$ cat src/hw/rtl/interval_timer_counter0_core_macros.svh
// Assertion macros shared by the interval timer counter 0 RTL.
`ifndef INTERVAL_TIMER_COUNTER0_CORE_MACROS_SVH
`define INTERVAL_TIMER_COUNTER0_CORE_MACROS_SVH
`ifndef NO_ASSERTIONS
`define ITC0_ASSERT_IMPLIES(label, clk, rst, cond, expr) \
   label: assert property (@(posedge clk) disable iff (rst) (cond) |-> (expr)) \
      else $error("itc0 check failed");
`define ITC0_ASSERT_NEXT(label, clk, rst, cond, expr) \
   label: assert property (@(posedge clk) disable iff (rst) (cond) |=> (expr)) \
      else $error("itc0 check failed");
`else
`define ITC0_ASSERT_IMPLIES(label, clk, rst, cond, expr)
`define ITC0_ASSERT_NEXT(label, clk, rst, cond, expr)
`endif
`endif

$ cat src/hw/rtl/itc0_pkg.sv
// Types and constants of the interval timer counter 0 block.
package itc0_pkg;

   typedef enum logic [1:0] {
      OP_CONTROL = 2'd0,
      OP_DATA_WR = 2'd1,
      OP_DATA_RD = 2'd2,
      OP_TICK    = 2'd3
   } op_type;

   typedef enum logic [1:0] {
      ACC_LATCH   = 2'd0,
      ACC_LOW     = 2'd1,
      ACC_HIGH    = 2'd2,
      ACC_LOW_HIGH = 2'd3
   } access_type;

   localparam logic [2:0] MODE_INT_ON_TC  = 3'd0;
   localparam logic [2:0] MODE_SQUARE     = 3'd3;
   localparam logic [2:0] MODE_SQUARE_ALT = 3'd7;

   localparam logic [1:0] PORT_COUNTER0 = 2'd0;
   localparam logic [1:0] PORT_COUNTER1 = 2'd1;

   localparam logic [7:0] STUB_UNREAD = 8'hFF;
   localparam logic [7:0] STUB_READ   = 8'h00;
   localparam logic [15:0] COUNT_ALL_ONES = 16'hFFFF;

   typedef struct packed {
      op_type      operation;
      logic [1:0]  port_offset;
      logic [7:0]  data_byte;
   } req_item_type;

   typedef struct packed {
      logic [7:0] read_data;
      logic       timer_output;
   } rsp_item_type;

endpackage

$ cat src/hw/rtl/itc0_if.sv
// Valid/ready channel interfaces for bus items and their results.
interface itc0_req_if;
   logic       valid;
   logic       ready;
   logic [1:0] operation;
   logic [1:0] port_offset;
   logic [7:0] data_byte;

   modport source (output valid, output operation, output port_offset, output data_byte,
                   input ready);
   modport sink (input valid, input operation, input port_offset, input data_byte,
                 output ready);
endinterface

interface itc0_rsp_if;
   logic       valid;
   logic       ready;
   logic [7:0] read_data;
   logic       timer_output;

   modport source (output valid, output read_data, output timer_output, input ready);
   modport sink (input valid, input read_data, input timer_output, output ready);
endinterface

$ cat src/hw/rtl/itc0_counter.sv
// Counter 0 state registers and the per-item update logic.
`include "interval_timer_counter0_core_macros.svh"

module itc0_counter
   import itc0_pkg::*;
(
   input  logic         clock,
   input  logic         reset,
   input  logic         step,
   input  req_item_type item,
   output rsp_item_type result
);

   logic [15:0] count_ff, count_in;
   logic [15:0] reload_ff, reload_in;
   logic [15:0] latch_ff, latch_in;
   access_type  access_ff, access_in;
   logic [2:0]  mode_ff, mode_in;
   logic        toggle_ff, toggle_in;
   logic        programmed_ff, programmed_in;
   logic        output_ff, output_in;
   logic        stub_seen_ff, stub_seen_in;

   logic [15:0] written_count;
   logic [15:0] dec_count;
   logic [15:0] square_count;
   logic [7:0]  rd_byte;

   always_comb begin
      case (access_ff)
         ACC_LOW:  written_count = {count_ff[15:8], item.data_byte};
         ACC_HIGH: written_count = {item.data_byte, count_ff[7:0]};
         ACC_LOW_HIGH: begin
            written_count = toggle_ff ? {item.data_byte, count_ff[7:0]}
                                      : {count_ff[15:8], item.data_byte};
         end
         default:  written_count = count_ff;
      endcase
   end

   assign dec_count    = count_ff - 16'd1;
   assign square_count = (dec_count == COUNT_ALL_ONES) ? (reload_ff - 16'd1) : dec_count;

   always_comb begin
      count_in      = count_ff;
      reload_in     = reload_ff;
      latch_in      = latch_ff;
      access_in     = access_ff;
      mode_in       = mode_ff;
      toggle_in     = toggle_ff;
      programmed_in = programmed_ff;
      output_in     = output_ff;
      stub_seen_in  = stub_seen_ff;
      rd_byte       = 8'd0;
      case (item.operation)
         OP_CONTROL: begin
            programmed_in = 1'b1;
            // Control words with the counter select bits set address other counters.
            if (item.data_byte[7:6] == 2'b00) begin
               if (access_type'(item.data_byte[5:4]) == ACC_LATCH) begin
                  latch_in  = count_ff;
                  access_in = ACC_LATCH;
               end else begin
                  access_in = access_type'(item.data_byte[5:4]);
                  mode_in   = item.data_byte[3:1];
               end
               toggle_in = 1'b0;
            end
         end
         OP_DATA_WR: begin
            if (item.port_offset == PORT_COUNTER0) begin
               count_in  = written_count;
               reload_in = written_count;
               toggle_in = ~toggle_ff;
            end
         end
         OP_DATA_RD: begin
            if (item.port_offset != PORT_COUNTER0) begin
               rd_byte = stub_seen_ff ? STUB_READ : STUB_UNREAD;
               if (item.port_offset == PORT_COUNTER1) begin
                  stub_seen_in = 1'b1;
               end
            end else begin
               case (access_ff)
                  ACC_LATCH: rd_byte = toggle_ff ? latch_ff[15:8] : latch_ff[7:0];
                  ACC_LOW:   rd_byte = count_ff[7:0];
                  ACC_HIGH:  rd_byte = count_ff[15:8];
                  default:   rd_byte = toggle_ff ? count_ff[15:8] : count_ff[7:0];
               endcase
               toggle_in = ~toggle_ff;
            end
         end
         OP_TICK: begin
            if (programmed_ff) begin
               if (mode_ff == MODE_INT_ON_TC) begin
                  count_in = dec_count;
                  if (dec_count == 16'd0) begin
                     output_in = 1'b1;
                  end
               end else if (mode_ff == MODE_SQUARE || mode_ff == MODE_SQUARE_ALT) begin
                  count_in  = square_count;
                  output_in = (square_count >= {1'b0, reload_ff[15:1]});
               end
            end
         end
         default: begin
         end
      endcase
   end

   assign result.read_data    = rd_byte;
   assign result.timer_output = output_in;

   always_ff @(posedge clock) begin
      if (reset) begin
         count_ff      <= 16'd0;
         reload_ff     <= 16'd0;
         latch_ff      <= 16'd0;
         access_ff     <= ACC_LATCH;
         mode_ff       <= MODE_INT_ON_TC;
         toggle_ff     <= 1'b0;
         programmed_ff <= 1'b0;
         output_ff     <= 1'b0;
         stub_seen_ff  <= 1'b0;
      end else if (step) begin
         count_ff      <= count_in;
         reload_ff     <= reload_in;
         latch_ff      <= latch_in;
         access_ff     <= access_in;
         mode_ff       <= mode_in;
         toggle_ff     <= toggle_in;
         programmed_ff <= programmed_in;
         output_ff     <= output_in;
         stub_seen_ff  <= stub_seen_in;
      end
   end

   // The stub flag and the programmed flag are sticky once set.
   `ITC0_ASSERT_NEXT(a_stub_sticky, clock, reset, stub_seen_ff, stub_seen_ff)
   `ITC0_ASSERT_NEXT(a_prog_sticky, clock, reset, programmed_ff, programmed_ff)
   // Ticks are ignored until a control word arrives, so the output stays low.
   `ITC0_ASSERT_IMPLIES(a_idle_output, clock, reset, !programmed_ff, !output_ff)
   `ITC0_ASSERT_IMPLIES(a_read_only_data, clock, reset,
      step && (result.read_data != 8'd0), item.operation == OP_DATA_RD)

endmodule

$ cat src/hw/rtl/interval_timer_counter0_core.sv
// Top level of the interval timer counter 0 block: input and result registers.
// Usage:
// The req channel carries one bus item per handshake: a control word write,
// a counter data write, a counter data read or a clock tick. The rsp channel
// returns exactly one item per request: the byte read (zero for anything but a
// data read) and the counter 0 output level after the item has been applied.
// An accepted item waits in the input register, where the counter state is
// updated and its result is captured in the result register, from which it
// is offered on the rsp channel. One item is taken per cycle while the
// receiver keeps up; the rate is set by the state update in itc0_counter.
// When the receiver stalls, the result register holds and the input register
// fills; req_chan.ready then drops until the result is taken.
// Synchronous reset returns the counter to zero, the mode to mode 0 with latch
// access, the output low and ticks ignored until the first control word;
// both registers are emptied.
`include "interval_timer_counter0_core_macros.svh"

module interval_timer_counter0_core
   import itc0_pkg::*;
(
   input logic         clock,
   input logic         reset,
   itc0_req_if.sink    req_chan,
   itc0_rsp_if.source  rsp_chan
);

   logic         in_valid_ff, in_valid_in;
   req_item_type in_item_ff;
   logic         rsp_valid_ff, rsp_valid_in;
   rsp_item_type rsp_item_ff;
   rsp_item_type step_result;
   logic         advance;
   logic         step;
   logic         req_take;

   assign advance  = !rsp_valid_ff || rsp_chan.ready;
   assign step     = in_valid_ff && advance;
   assign req_chan.ready = !in_valid_ff || advance;
   assign req_take = req_chan.valid && req_chan.ready;

   assign in_valid_in  = req_take ? 1'b1 : (step ? 1'b0 : in_valid_ff);
   assign rsp_valid_in = step ? 1'b1 : (rsp_chan.ready ? 1'b0 : rsp_valid_ff);

   always_ff @(posedge clock) begin
      if (reset) begin
         in_valid_ff  <= 1'b0;
         rsp_valid_ff <= 1'b0;
      end else begin
         in_valid_ff  <= in_valid_in;
         rsp_valid_ff <= rsp_valid_in;
      end
   end

   always_ff @(posedge clock) begin
      if (req_take) begin
         in_item_ff.operation   <= op_type'(req_chan.operation);
         in_item_ff.port_offset <= req_chan.port_offset;
         in_item_ff.data_byte   <= req_chan.data_byte;
      end
      if (step) begin
         rsp_item_ff <= step_result;
      end
   end

   itc0_counter u_counter (
      .clock  (clock),
      .reset  (reset),
      .step   (step),
      .item   (in_item_ff),
      .result (step_result)
   );

   assign rsp_chan.valid        = rsp_valid_ff;
   assign rsp_chan.read_data    = rsp_item_ff.read_data;
   assign rsp_chan.timer_output = rsp_item_ff.timer_output;

   `ITC0_ASSERT_NEXT(a_take_fills, clock, reset, req_take, in_valid_ff)
   `ITC0_ASSERT_NEXT(a_step_yields, clock, reset, step, rsp_valid_ff)
   `ITC0_ASSERT_NEXT(a_blocked_holds, clock, reset, in_valid_ff && !advance,
      in_valid_ff && $stable(in_item_ff))

endmodule
$ cat src/flat_wrapper.sv
// flat-port wrapper written by rule: the top's interface ports become plain ports
module interval_timer_counter0_core_flat import itc0_pkg::*;
  (clock, reset, req_chan_valid, req_chan_operation, req_chan_port_offset, req_chan_data_byte, req_chan_ready, rsp_chan_valid, rsp_chan_read_data, rsp_chan_timer_output, rsp_chan_ready);
  itc0_req_if req_chan_i ();
  itc0_rsp_if rsp_chan_i ();
  input logic clock;
  input logic reset;
  input wire logic [$bits(req_chan_i.valid)-1:0] req_chan_valid;
  input wire logic [$bits(req_chan_i.operation)-1:0] req_chan_operation;
  input wire logic [$bits(req_chan_i.port_offset)-1:0] req_chan_port_offset;
  input wire logic [$bits(req_chan_i.data_byte)-1:0] req_chan_data_byte;
  output wire logic [$bits(req_chan_i.ready)-1:0] req_chan_ready;
  output wire logic [$bits(rsp_chan_i.valid)-1:0] rsp_chan_valid;
  output wire logic [$bits(rsp_chan_i.read_data)-1:0] rsp_chan_read_data;
  output wire logic [$bits(rsp_chan_i.timer_output)-1:0] rsp_chan_timer_output;
  input wire logic [$bits(rsp_chan_i.ready)-1:0] rsp_chan_ready;
  assign req_chan_i.valid = req_chan_valid;
  assign req_chan_i.operation = req_chan_operation;
  assign req_chan_i.port_offset = req_chan_port_offset;
  assign req_chan_i.data_byte = req_chan_data_byte;
  assign req_chan_ready = req_chan_i.ready;
  assign rsp_chan_valid = rsp_chan_i.valid;
  assign rsp_chan_read_data = rsp_chan_i.read_data;
  assign rsp_chan_timer_output = rsp_chan_i.timer_output;
  assign rsp_chan_i.ready = rsp_chan_ready;
  interval_timer_counter0_core u_core (.clock(clock), .reset(reset), .req_chan(req_chan_i), .rsp_chan(rsp_chan_i));
endmodule
$ cat config.mk
export PLATFORM = sky130hd
export DESIGN_NAME = interval_timer_counter0_core_flat
export DESIGN_NICKNAME = d
export VERILOG_FILES = /design/src/hw/rtl/itc0_pkg.sv /design/src/hw/rtl/itc0_if.sv /design/src/hw/rtl/itc0_counter.sv /design/src/hw/rtl/interval_timer_counter0_core.sv /design/src/flat_wrapper.sv
export VERILOG_INCLUDE_DIRS = /design/src /design/src/hw/rtl
export SDC_FILE = /design/constraint.sdc
export NUM_CORES = 1
export LEC_CHECK = 0
export BUFFER_PORTS_ARGS = -buffer_cell sky130_fd_sc_hd__buf_2
export CAP_MARGIN = 20
export CORE_UTILIZATION = 50
export CTS_BUF_LIST = sky130_fd_sc_hd__clkbuf_16
export CTS_CLUSTER_DIAMETER = 100
export DETAILED_ROUTE_END_ITERATION = 7
export PLACE_DENSITY = 0.73
export SYNTH_ARGS = -nofsm -noshare
export SYNTH_HDL_FRONTEND = slang
export SYNTH_SLANG_ARGS = --single-unit
export TNS_END_PERCENT = 5
$ cat constraint.sdc
create_clock -name clock -period 5.3 [get_ports clock]
set_clock_uncertainty 0.15 [all_clocks]
set_input_delay 1.06 -clock clock [delete_from_list [all_inputs] [get_ports clock]]
set_output_delay 1.06 -clock clock [all_outputs]
set_load 0.1 [all_outputs]
# --- Yosys cells after proc, flatten, opt, wreduce, memory -nomap -nowiden ---
# Index checks and enable logic that the tools add are counted.
op_classes:
  eq_ne: 15
  n_lt_le_gt_ge: 1
  reduce_logical: 27
  add_sub_neg: 2
  muxes: 27
  bitwise: 2
op_table:
  columns: ["operator", "count"]
  rows:
  - ["two-way mux 16 bit", 6]
  - ["one-hot mux 16 bit (3 select lines)", 1]
  - ["two-way mux 8 bit", 4]
  - ["one-hot mux 16 bit (2 select lines)", 1]
  - ["subtractor 16 x 1 -> 16 bit (second input constant)", 2]
  - ["one-hot mux 8 bit (3 select lines)", 1]
  - ["== test 16 bit (second input constant)", 1]
  - ["greater-or-equal comparator 16 x 15 -> 1 bit", 1]
  - ["zero test 16 bit", 1]
  - ["two-way mux 1 bit", 12]
  - ["AND reduction 4 bit", 3]
  - ["zero test 2 bit", 5]
  - ["AND reduction 5 bit", 2]
  - ["== test 2 bit (second input constant)", 4]
  - ["!= test 2 bit (second input constant)", 4]
  - ["nonzero test 2 bit", 4]
  - ["== test 2 x 1 -> 1 bit (second input constant)", 3]
  - ["AND reduction 3 bit", 2]
  - ["== test 3 x 2 -> 1 bit (second input constant)", 1]
  - ["== test 3 bit (second input constant)", 1]
  - ["zero test 3 bit", 1]
  - ["logical OR 1 bit", 3]
  - ["!= test 3 bit (second input constant)", 1]
  - ["one-hot mux 1 bit (3 select lines)", 1]
  - ["other kinds (6)", 9]
totals:
  reg_bits: 80
  wordCells: 90
  output_inout_bits: 11
  input_bits: 16

# --- Logic depth before layout (Yosys ltp) ---
# Gate-level depths: netlist (run 1).
logic_depth:
  word_depth: 8
  mapped_depth: 19
  mapped_depth_nobuf: 17

# --- By module ---
# From an unflattened synthesis (run 1), not the netlist that was laid out.
hier_totals:
  cells_unflattened: 595
  area_unflattened_um2: 5022.3
modules_own_cells:
  columns: ["mod", "area_each_um2", "cells_per_inst", "instances"]
  rows:
  - ["itc0_counter", 4287.9, 564, 1]
  - ["interval_timer_counter0_core", 734.5, 31, 1]

# --- Worst setup path before layout (run 1) ---
# Ideal clock, no wire load.
synth_timing:
  path_type: "register to register"
  from: "reg u_core.u_counter.count_ff[0]"
  to: "reg u_core.rsp_item_ff, in the netlist u_core.rsp_chan.timer_output (data pin)"
  synth_period_minus_slack_ns: 4.678
  slack_ns: 0.622
  t_arrival_ns: 4.268
  path_stages_with_launch: 20
  required_time_ns: 4.890
  cell_sequence: "dfxtp_1 clkbuf_1 inv_1 ha_1 or4b_1 clkbuf_1 nor4_1 nor2_1 or4_1 nor3_1 clkbuf_1 a21oi_1 ha_1 a21oi_1 o21ai_0 a41oi_1 nor2_1 o31ai_1 nor3b_1 nor2_1"
synth_between:
  elab_chain_len: 8
  elab_cells_between_ends: 10
synth_rtl:
  columns: ["item", "line", "rtl"]
  rows:
  - ["start: declaration", "itc0_counter.sv:14", "logic [15:0] count_ff, count_in;"]
  - ["start signal: assignment", "itc0_counter.sv:126", "count_ff <= count_in;"]
  - ["subtractor 16 x 1 -> 16 bit *", "itc0_counter.sv:41", "assign dec_count = count_ff - 16'd1;"]
  - ["== test 16 bit", "itc0_counter.sv:42", "assign square_count = (dec_count == COUNT_ALL_ONES) ? (reload_ff - 16'd1) : dec_count;"]
  - ["two-way mux 16 bit", "itc0_counter.sv:42", null]
  - ["greater-or-equal comparator 16 x 15 -> 1 bit", "itc0_counter.sv:102", "output_in = (square_count >= {1'b0, reload_ff[15:1]});"]
  - ["two-way mux 1 bit", "itc0_counter.sv:100", "end else if (mode_ff == MODE_SQUARE || mode_ff == MODE_SQUARE_ALT) begin"]
  - ["two-way mux 1 bit *", "itc0_counter.sv:95", "if (mode_ff == MODE_INT_ON_TC) begin"]
  - ["two-way mux 1 bit *", "itc0_counter.sv:94", "if (programmed_ff) begin"]
  - ["two-way mux 1 bit *", "itc0_counter.sv:55", "case (item.operation)"]
  - ["named net u_core.u_counter.output_in", "itc0_counter.sv:21", "logic output_ff, output_in;"]
  - ["end signal: assignment", "interval_timer_counter0_core.sv:61", "rsp_item_ff <= step_result;"]
  - ["end: declaration", "interval_timer_counter0_core.sv:30", "rsp_item_type rsp_item_ff;"]
# The timed path passes the listed nets; every way through them passes the cells marked *.
# A chain may end at the register's enable or synchronous reset.

# --- Worst setup path after layout (run 1) ---
# Same ends and word-level chain as after synthesis.

==> summary.txt, run 1 <==
Critical path
  – Worst Setup End Kind: flip-flop
  – Cell family with most CP delay: simple AND/OR/NAND/NOR gates
  – RR Startpoint: u_core.u_counter.count_ff[0]
  – CP arrival: 4.88 ns
  – WP buf/inv: 2
  – CP max stage delay: 0.61 ns
  – Crit Path Max Fanout: 14
  – R2r endpoint: u_core.rsp_chan.timer_output
  – Crit path cell chain: inv_1, ha_1, or4b_1, nor4_1, nor2_1, or4_1, nor3_1, buf_4, mux2i_1, ha_1, o21ai_0, a21oi_1, o21ai_0, a21oi_1, o31ai_1, nor3b_1, nor2_1
  – CP Launch Point: u_core.u_counter.count_ff[0]
  – Worst Setup EP: u_core.rsp_chan.timer_output
  – Crit-path slowest cell: or4_1
  – Startpoint types: flip-flop
  – Worst reg2reg setup slack: 0.36 ns
  – WP data required: 5.24 ns
  – Critical path depth in cells: 17
  – FF-to-FF path depth: 17
  – Kind of critical path: reg2reg

Finish
  – Post-route cell area: 5750 um^2
  – # diodes: 0
  – Share of post-route cells with drive strength above 1: 11.4%
  – Area growth syn-to-layout: 11.6%
  – Layout Cells excl Fill: 780
  – Fin nets: 681

Synth
  – Post-synth top cells: 72 x a21oi_1, 67 x nand2_1, 59 x dfxtp_1, 59 x nor2_1, 41 x clkbuf_1
  – Count of cell types in the netlist: 55
  – Seq/Total Area, Yosys: 35.1%
  – Top cell type's share of synthesized area: 22.9%
  – Synth Area in Compound Gates: 24.5%
  – Mapped Avg Cell Area: 8.17 um^2
  – Post-Synth Simple-Gate Area: 19.3%
  – Post-synthesis mux area share: 5.66%
  – Top cells by area, synth: dfxtp_1 23%, edfxtp_1 12%, a21oi_1 7.0%
  – Ys async rst share: 0%
  – Post-synth top area cell: dfxtp_1
  – Most used DFF post-synth: dfxtp_1
  – Post-synth EDFFs: 21
  – Register bit total from synthesis: 80
  – Xor and xnor area share after synthesis: 4.42%
  – Syn nets: 670
  – Syn. warnings: 0
  – Top-count cell post-synth: a21oi_1
  – Post-Synthesis Cells: 631
  – Main combinational cell family by area after synthesis: compound AO/OA/AOI/OAI gates
  – Adder-cell area share of the yosys netlist: 5.58%
  – Post-Syn Area: 5150 um^2

Clock network
  – CTS H-Tree Depth: 3
  – Clk buf depth: 2
  – Clk_lat worst skew: 0.34 ns
  – CTS tree: yes
  – Clock slew at reported path FFs: 0.07 ns
  – Setup Fix Bufs, Post-CTS: 0
  – TritonCTS Buffers: 9
  – Root buffer cell: clkbuf_16
  – Number of gates resized after cts: 0
  – Clk sinks: 80
  – Hold_buf cts: 0

Detailed routing
  – Top sig layer: met4
  – Wire length on met2: 7210 um
  – Via count: 4983
  – Final ANT Viol Nets: 0
  – First-pass DRT Iterations: 8
  – DRC: 0
  – DR WL/cell: 20.2 um
  – Vias per cell: 6.39
  – Final wirelength: 15800 um
  – DR iter-0 viols: 511
  – Met3 wire len: 1370 um
  – Metal-1 WL: 6700 um

Placed design
  – Placed cell area: 5420 um^2
  – Pre-CTS setup slack: 0.535 ns
  – Number of placed instances, taps included: 763
  – Routability cong.: 0.985
  – HPWL after detailed placement: 11400 um
  – PortBufs: 26

Floorplanning
  – Die footprint: 10700 um^2
  – Io pins: 27
  – Rows: 36
  – Die Wd: 104 um
  – Core ar.: 9860 um^2
  – Initial Util: 52.3%
  – Die Span Y: 104 um

Timing
  – RSZ-0062 raised after global routing: no
  – Fmax: 0.202 GHz
  – Worst-Margin Slew: 0.948 ns
  – # setup viols final: 0
  – Final Hold Violating Endpoints: 0
  – Period Utilization, post-route: 93.2%
  – Slew margin rel.: 36.6%
  – Minimum clock period: 4.94 ns
  – Worst setup margin: 0.360 ns
  – Fin Setup TNS: 0 ns
  – Slew Limit Fails: 0

Power
  – Net Switching: 463 uW
  – Peak VDD IR: 0.000328 V
  – Clk pwr share: 41.5%
  – Comb power frac: 16.5%
  – Pwr Density: 273 nW/um^2
  – Leak: 0.00211 uW
  – Switch share: 29.5%
  – Internal: 1100 uW
  – Share of power burned in registers: 42.0%

GRT
  – Grt ovf: 0
  – Pin count of the biggest net entering global routing: 51
  – Vias in the first global route: 4532
  – First-pass GRT wire length: 24900 um
  – Gr usage total: 29.8%
  – Antenna violations before repair: 0

Flow run
  – Max-Cap Viols: 0

Hold path
  – Worst hold path class: reg2reg
  – HP Start: u_core.u_counter.latch_ff[10]

Run status
  – Status: finished clean
-- logic make-up (layout without fill, tap and decap cells) --
kind of cell	count (synthesis)	in the layout
and+or+nand+nor	211	211
AOI/OAI and AO/OA	190	190
DFF	80	80
buffers and inverters	73	89
muxes	28	28
xor gates and xnor gates	26	26
adders and majority gates	23	23
-- flip-flops by register name, indices dropped and copies added (netlist names) --
| name | flops |
|---|---|
| u_core.u_counter.programmed_ff | 1 |
| u_core.u_counter.count_ff | 16 |
| u_core.u_counter.output_ff | 1 |
| u_core.u_counter.access_ff | 2 |
| u_core.u_counter.mode_ff | 3 |
| u_core.u_counter.latch_ff | 16 |
| u_core.u_counter.toggle_ff | 1 |
| u_core.u_counter.stub_seen_ff | 1 |
| u_core.in_item_ff | 12 |
| u_core.u_counter.reload_ff | 16 |
| u_core.rsp_chan.valid | 1 |
| u_core.in_valid_ff | 1 |
| u_core.rsp_chan.read_data | 8 |
| u_core.rsp_chan.timer_output | 1 |
-- per-stage QoR --
| step | util [%] | hold WS, ns | total power (uW) |
|---|---|---|---|
| 6_report | 58.3 | 0.306 | 1570 |
| 5_1_grt | 58.3 | 0.325 | 1620 |
| 4_1_cts | 58.1 | 0.309 | 1570 |
| 3_5_place_dp | 54.9 | 0.299 | 923 |
| 3_3_place_gp | 54.9 | 0.292 | 917 |
| 2_1_floorplan | - | 0.278 | 852 |
-- cell type report --
cell class | instances | area, um^2
Clock buffer | 9 | 225
Clock inverter | 7 | 86.3
Fill cell | 855 | 4110
Inverter | 27 | 101
Multi-Input combinational cell | 478 | 3070
Sequential cell | 80 | 1810
Tap cell | 133 | 166
Timing Repair Buffer | 46 | 298
-- worst min-delay path, cell delays in order (launching register included) --
cell and delay, ns:
dfxtp_1 0.31, nand2_1 0.05, a21oi_1 0.05
-- power by group through the flow --
stage,sequential [uW],clock (uW),combinational (uW)
5_1_grt,660,681,283
4_1_cts,657,656,254
3_5_place_dp,671,0,252
6_report,658,651,259
3_3_place_gp,671,0,246
2_1_floorplan,691,0,161
-- worst min-delay path by stage --
stage | to | slack (ns) | depth (start not counted)
3_5_place_dp | u_core.u_counter.latch_ff[10] | 0.30 | 2
3_3_place_gp | u_core.u_counter.latch_ff[15] | 0.29 | 2
5_1_grt | u_core.u_counter.latch_ff[12] | 0.33 | 2
2_1_floorplan | u_core.u_counter.stub_seen_ff | 0.28 | 2
4_1_cts | u_core.u_counter.latch_ff[10] | 0.31 | 2
6_report | u_core.u_counter.latch_ff[10] | 0.31 | 2
-- layer usage --
layer	GRT usage (%)	up-vias
li1	-	2351
met4	12.8	0
met3	5.16	44
met1	41.2	2335
met2	45.8	253
met5	0	-
-- cell usage in the layout, fill, tap and decap left out, types with 3 or more instances in the layout --
master,instances
a21oi_1,72
nand2_1,67
nor2_1,59
dfxtp_1,59
buf_2,26
xnor2_1,24
inv_1,24
ha_1,23
mux2i_1,22
edfxtp_1,21
o221ai_1,19
buf_4,19
nor3_1,18
o21ai_0,17
a211oi_1,16
nand3_1,15
clkbuf_16,10
a22oi_1,9
a21boi_0,9
a221oi_1,9
nand2b_1,8
nor4_1,8
o22ai_1,7
o31ai_1,6
or3_1,5
or4_1,5
a2111oi_0,5
mux2_2,5
nand4_1,4
a31oi_1,4
nor2b_1,3
and2_1,3
clkinv_1,3
or2_2,3
nand3b_1,3
o41a_1,3
a211o_1,3
o21ai_1,3
inv_6,3
Note: power is estimated with default switching activity, not from simulation.
==> run 2, diff against run 1 <==
SYNTH_HIERARCHICAL = 1   (was default)
==> run 2 against run 1 <==
  * Sequential share of layout area is 0.59 points higher
  * Sequential power is essentially flat
  * Critical endpoint is now u_core/rsp_chan.timer_output
  * Largest cell class unchanged
  * Count of clock-buffer cells in the layout did not move
  * Register-to-register slack worse by 0.09 ns
  * Clock power rose by 4.1%
==> summary.txt, run 2 <==
Critical path
  – Crit Path Max Fanout: 9 (-5)
  – Worst reg2reg setup slack: 0.27 ns (-0.09 ns)
  – RR Startpoint: u_core/u_counter/count_ff[0]
  – CP arrival: 4.97 ns (+0.09 ns)
  – Kind of critical path: reg2reg
  – Worst Setup End Kind: flip-flop
  – R2r endpoint: u_core/rsp_chan.timer_output
  – FF-to-FF path depth: 16 (-1)
  – Startpoint types: flip-flop
  – WP data required: 5.24 ns (about the same)

Clock network
  – CTS tree: yes
  – CTS H-Tree Depth: 3 (unchanged)
  – Hold_buf cts: 0 (unchanged)
  – Clock slew at reported path FFs: 0.06 ns (about the same)
  – Clk sinks: 80 (unchanged)
  – TritonCTS Buffers: 9 (unchanged)
  – Root buffer cell: clkbuf_16
  – Clk buf depth: 2 (unchanged)
  – Clk_lat worst skew: 0.35 ns (about the same)

Finish
  – Commonest non-fill, non-tap cell in the layout: dfxtp_1
  – # diodes: 0 (unchanged)
  – Most frequent cells in the layout: 59 x dfxtp_1, 58 x nand2_1, 56 x a21oi_1
  – Area growth syn-to-layout: 12.5%
  – Top Registers: u_core/u_counter/count_ff (16), u_core/u_counter/latch_ff (16), u_core/u_counter/reload_ff (16)
  – Fin nets: 650 (-4.6%)
  – Layout Cells excl Fill: 748 (-4.1%)
  – Share of post-route cells with drive strength above 1: 14.8% (+3.4 points)

Synth
  – Ys async rst share: 0% (unchanged)
  – Most used DFF post-synth: dfxtp_1
  – Seq/Total Area, Yosys: 36.1% (+0.93 points)
  – Post-synth top cells: 59 x dfxtp_1, 58 x nand2_1, 56 x a21oi_1
  – Mapped Avg Cell Area: 8.44 um^2 (+3.3%)
  – Syn nets: 635 (-5.2%)
  – Top-count cell post-synth: dfxtp_1
  – Syn. warnings: 6 (+6)
  – Register bit total from synthesis: 80 (unchanged)
  – Post-synth EDFFs: 21 (unchanged)
  – Post-synth top area cell: dfxtp_1
  – Post-Syn Area: 5020 um^2 (-2.6%)
  – Post-Synthesis Cells: 595 (-5.7%)
  – Count of cell types in the netlist: 69 (+25%)
  – Top cell type's share of synthesized area: 23.5% (+0.61 points)
  – Top cells by area, synth: dfxtp_1 24%, edfxtp_1 13%, ha_1 6.0%

Timing
  – Final Hold Violating Endpoints: 0 (unchanged)
  – Minimum clock period: 5.03 ns (+0.0929 ns)
  – Fin Setup TNS: 0 ns (unchanged)
  – # setup viols final: 0 (unchanged)
  – Slew margin rel.: 35.9% (-0.67 points)
  – Fmax: 0.199 GHz (-1.8%)
  – Worst-Margin Slew: 0.959 ns (+0.0113 ns)
  – Period Utilization, post-route: 95.0% (+1.8 points)
  – Slew Limit Fails: 0 (unchanged)
  – Worst setup margin: 0.267 ns (-0.0929 ns)
  – Fin Hold WS: 0.300 ns (-0.00558 ns)

Hold path
  – Worst hold path class: reg2reg
  – HP Start: u_core/u_counter/latch_ff[0]
  – Worst Hold Path EP: u_core/u_counter/latch_ff[0]
  – Worst hold stages: 2 (unchanged)

Detailed routing
  – First-pass DRT Iterations: 5 (-3)
  – DRC: 0 (unchanged)
  – Final ANT Viol Nets: 0 (unchanged)
  – Final wirelength: 14700 um (-6.5%)
  – Vias per cell: 6.18 (-3.2%)
  – Via count: 4626 (-7.2%)
  – DR WL/cell: 19.7 um (-2.5%)
  – DR iter-0 viols: 500 (-2.2%)

Placed design
  – PortBufs: 26 (unchanged)
  – Routability cong.: 0.985 (about the same)
  – Pre-CTS setup slack: 0.0485 ns (-0.486 ns)
  – HPWL after detailed placement: 10900 um (-4.5%)
  – Number of placed instances, taps included: 731 (-4.2%)

Floorplanning
  – Die Span Y: 102 um (-1.3%)
  – Core ar.: 9770 um^2 (-0.91%)
  – Io pins: 27 (unchanged)
  – Die footprint: 10400 um^2 (-2.5%)
  – Die Wd: 102 um (-1.3%)
  – Rows: 36 (unchanged)
  – Initial Util: 51.4% (-0.88 points)

Power
  – Peak VDD IR: 0.000194 V (-41%)
  – Overall Power: 1620 uW (+3.4%)
  – Leak: 0.00217 uW (+3.1%)
  – Pwr Density: 287 nW/um^2 (+5.4%)

Flow run
  – Max-Cap Viols: 0 (unchanged)

GRT
  – Antenna violations before repair: 0 (unchanged)
  – Vias in the first global route: 4355 (-3.9%)
  – Grt ovf: 0 (unchanged)
  – Gr usage total: 30.2% (+0.39 points)
  – Pin count of the biggest net entering global routing: 33 (-35%)
  – First-pass GRT wire length: 23300 um (-6.4%)

Run status
  – Status: finished clean
[run 2: worst max-delay path: stages, from the launching register on]
cell and delay (ns):
dfxtp_1 0.38, inv_1 0.15, ha_1 0.28, nor3b_1 0.60, mux2i_1 0.27, a32oi_1 0.11, a2111oi_4 0.49, and3_4 0.33
a21oi_1 0.09, ha_1 0.31, a21oi_1 0.14, o21ai_0 0.13, a2111oi_2 0.42, o311ai_0 0.23, and3b_1 0.22, a2111oi_2 0.40
nor2_1 0.06
[run 2: logic make-up after synthesis]
group,after synthesis,synth area share [%]
xor+xnor,26,4.68
compound gates,163,21.3
simple gates,193,19.1
flops,80,36.1
buf+inv,77,6.23
mux,32,6.60
fa+ha+maj,24,5.98
[run 2: per-layer routing]
layer / global-route usage [%] / part of all wire [%]
met5: 0 / 0
met4: 17.9 / 4.4
met3: 7.25 / 8.1
met2: 45.5 / 45
met1: 39.4 / 42
[run 2: what timing repair did]
action | CTS | global route
endpoints found under the setup margin | 1 | 2
buffers inserted | 0 | 0
cloned | 0 | 0
resized for setup | 1 | 4
[run 2: layout make-up]
| type | count | area (um^2) |
|---|---|---|
| fill | 887 | 4130 |
| multi-input combinational | 438 | 2920 |
| sequential | 80 | 1810 |
| timing repair buffer | 47 | 308 |
| clock buffer | 9 | 225 |
| tap | 133 | 166 |
| inverter | 34 | 128 |
| clock inverter | 7 | 95.1 |
[run 2: worst max path at each step]
stage                            startpoint                           end  slack (ns)  depth (start not counted)
2_1_floorplan  u_core/u_counter/count_ff[0]  u_core/rsp_chan.timer_output        0.49                         20
3_3_place_gp   u_core/u_counter/count_ff[0]  u_core/rsp_chan.timer_output        0.31                         16
3_5_place_dp   u_core/u_counter/count_ff[0]  u_core/rsp_chan.timer_output        0.05                         16
4_1_cts        u_core/u_counter/count_ff[0]  u_core/rsp_chan.timer_output        0.09                         16
5_1_grt        u_core/u_counter/count_ff[0]  u_core/rsp_chan.timer_output       -0.01                         16
6_report       u_core/u_counter/count_ff[0]  u_core/rsp_chan.timer_output        0.27                         16
[run 2: per-stage QoR]
| step | area (um^2) | utilization, % |
|---|---|---|
| after floorplan | 5020 | - |
| after global placement | 5280 | 54.1 |
| after detailed placement | 5280 | 54.1 |
| after CTS | 5610 | 57.3 |
| after global routing | 5650 | 57.8 |
| final | 5650 | 57.8 |
[run 2: where the power goes]
group	total, uW	switching [uW]	leakage, uW	internal, uW
sequential	660	18.0	0.000679	642
combinational	284	181	0.00134	103
clock	678	265	0.000156	413
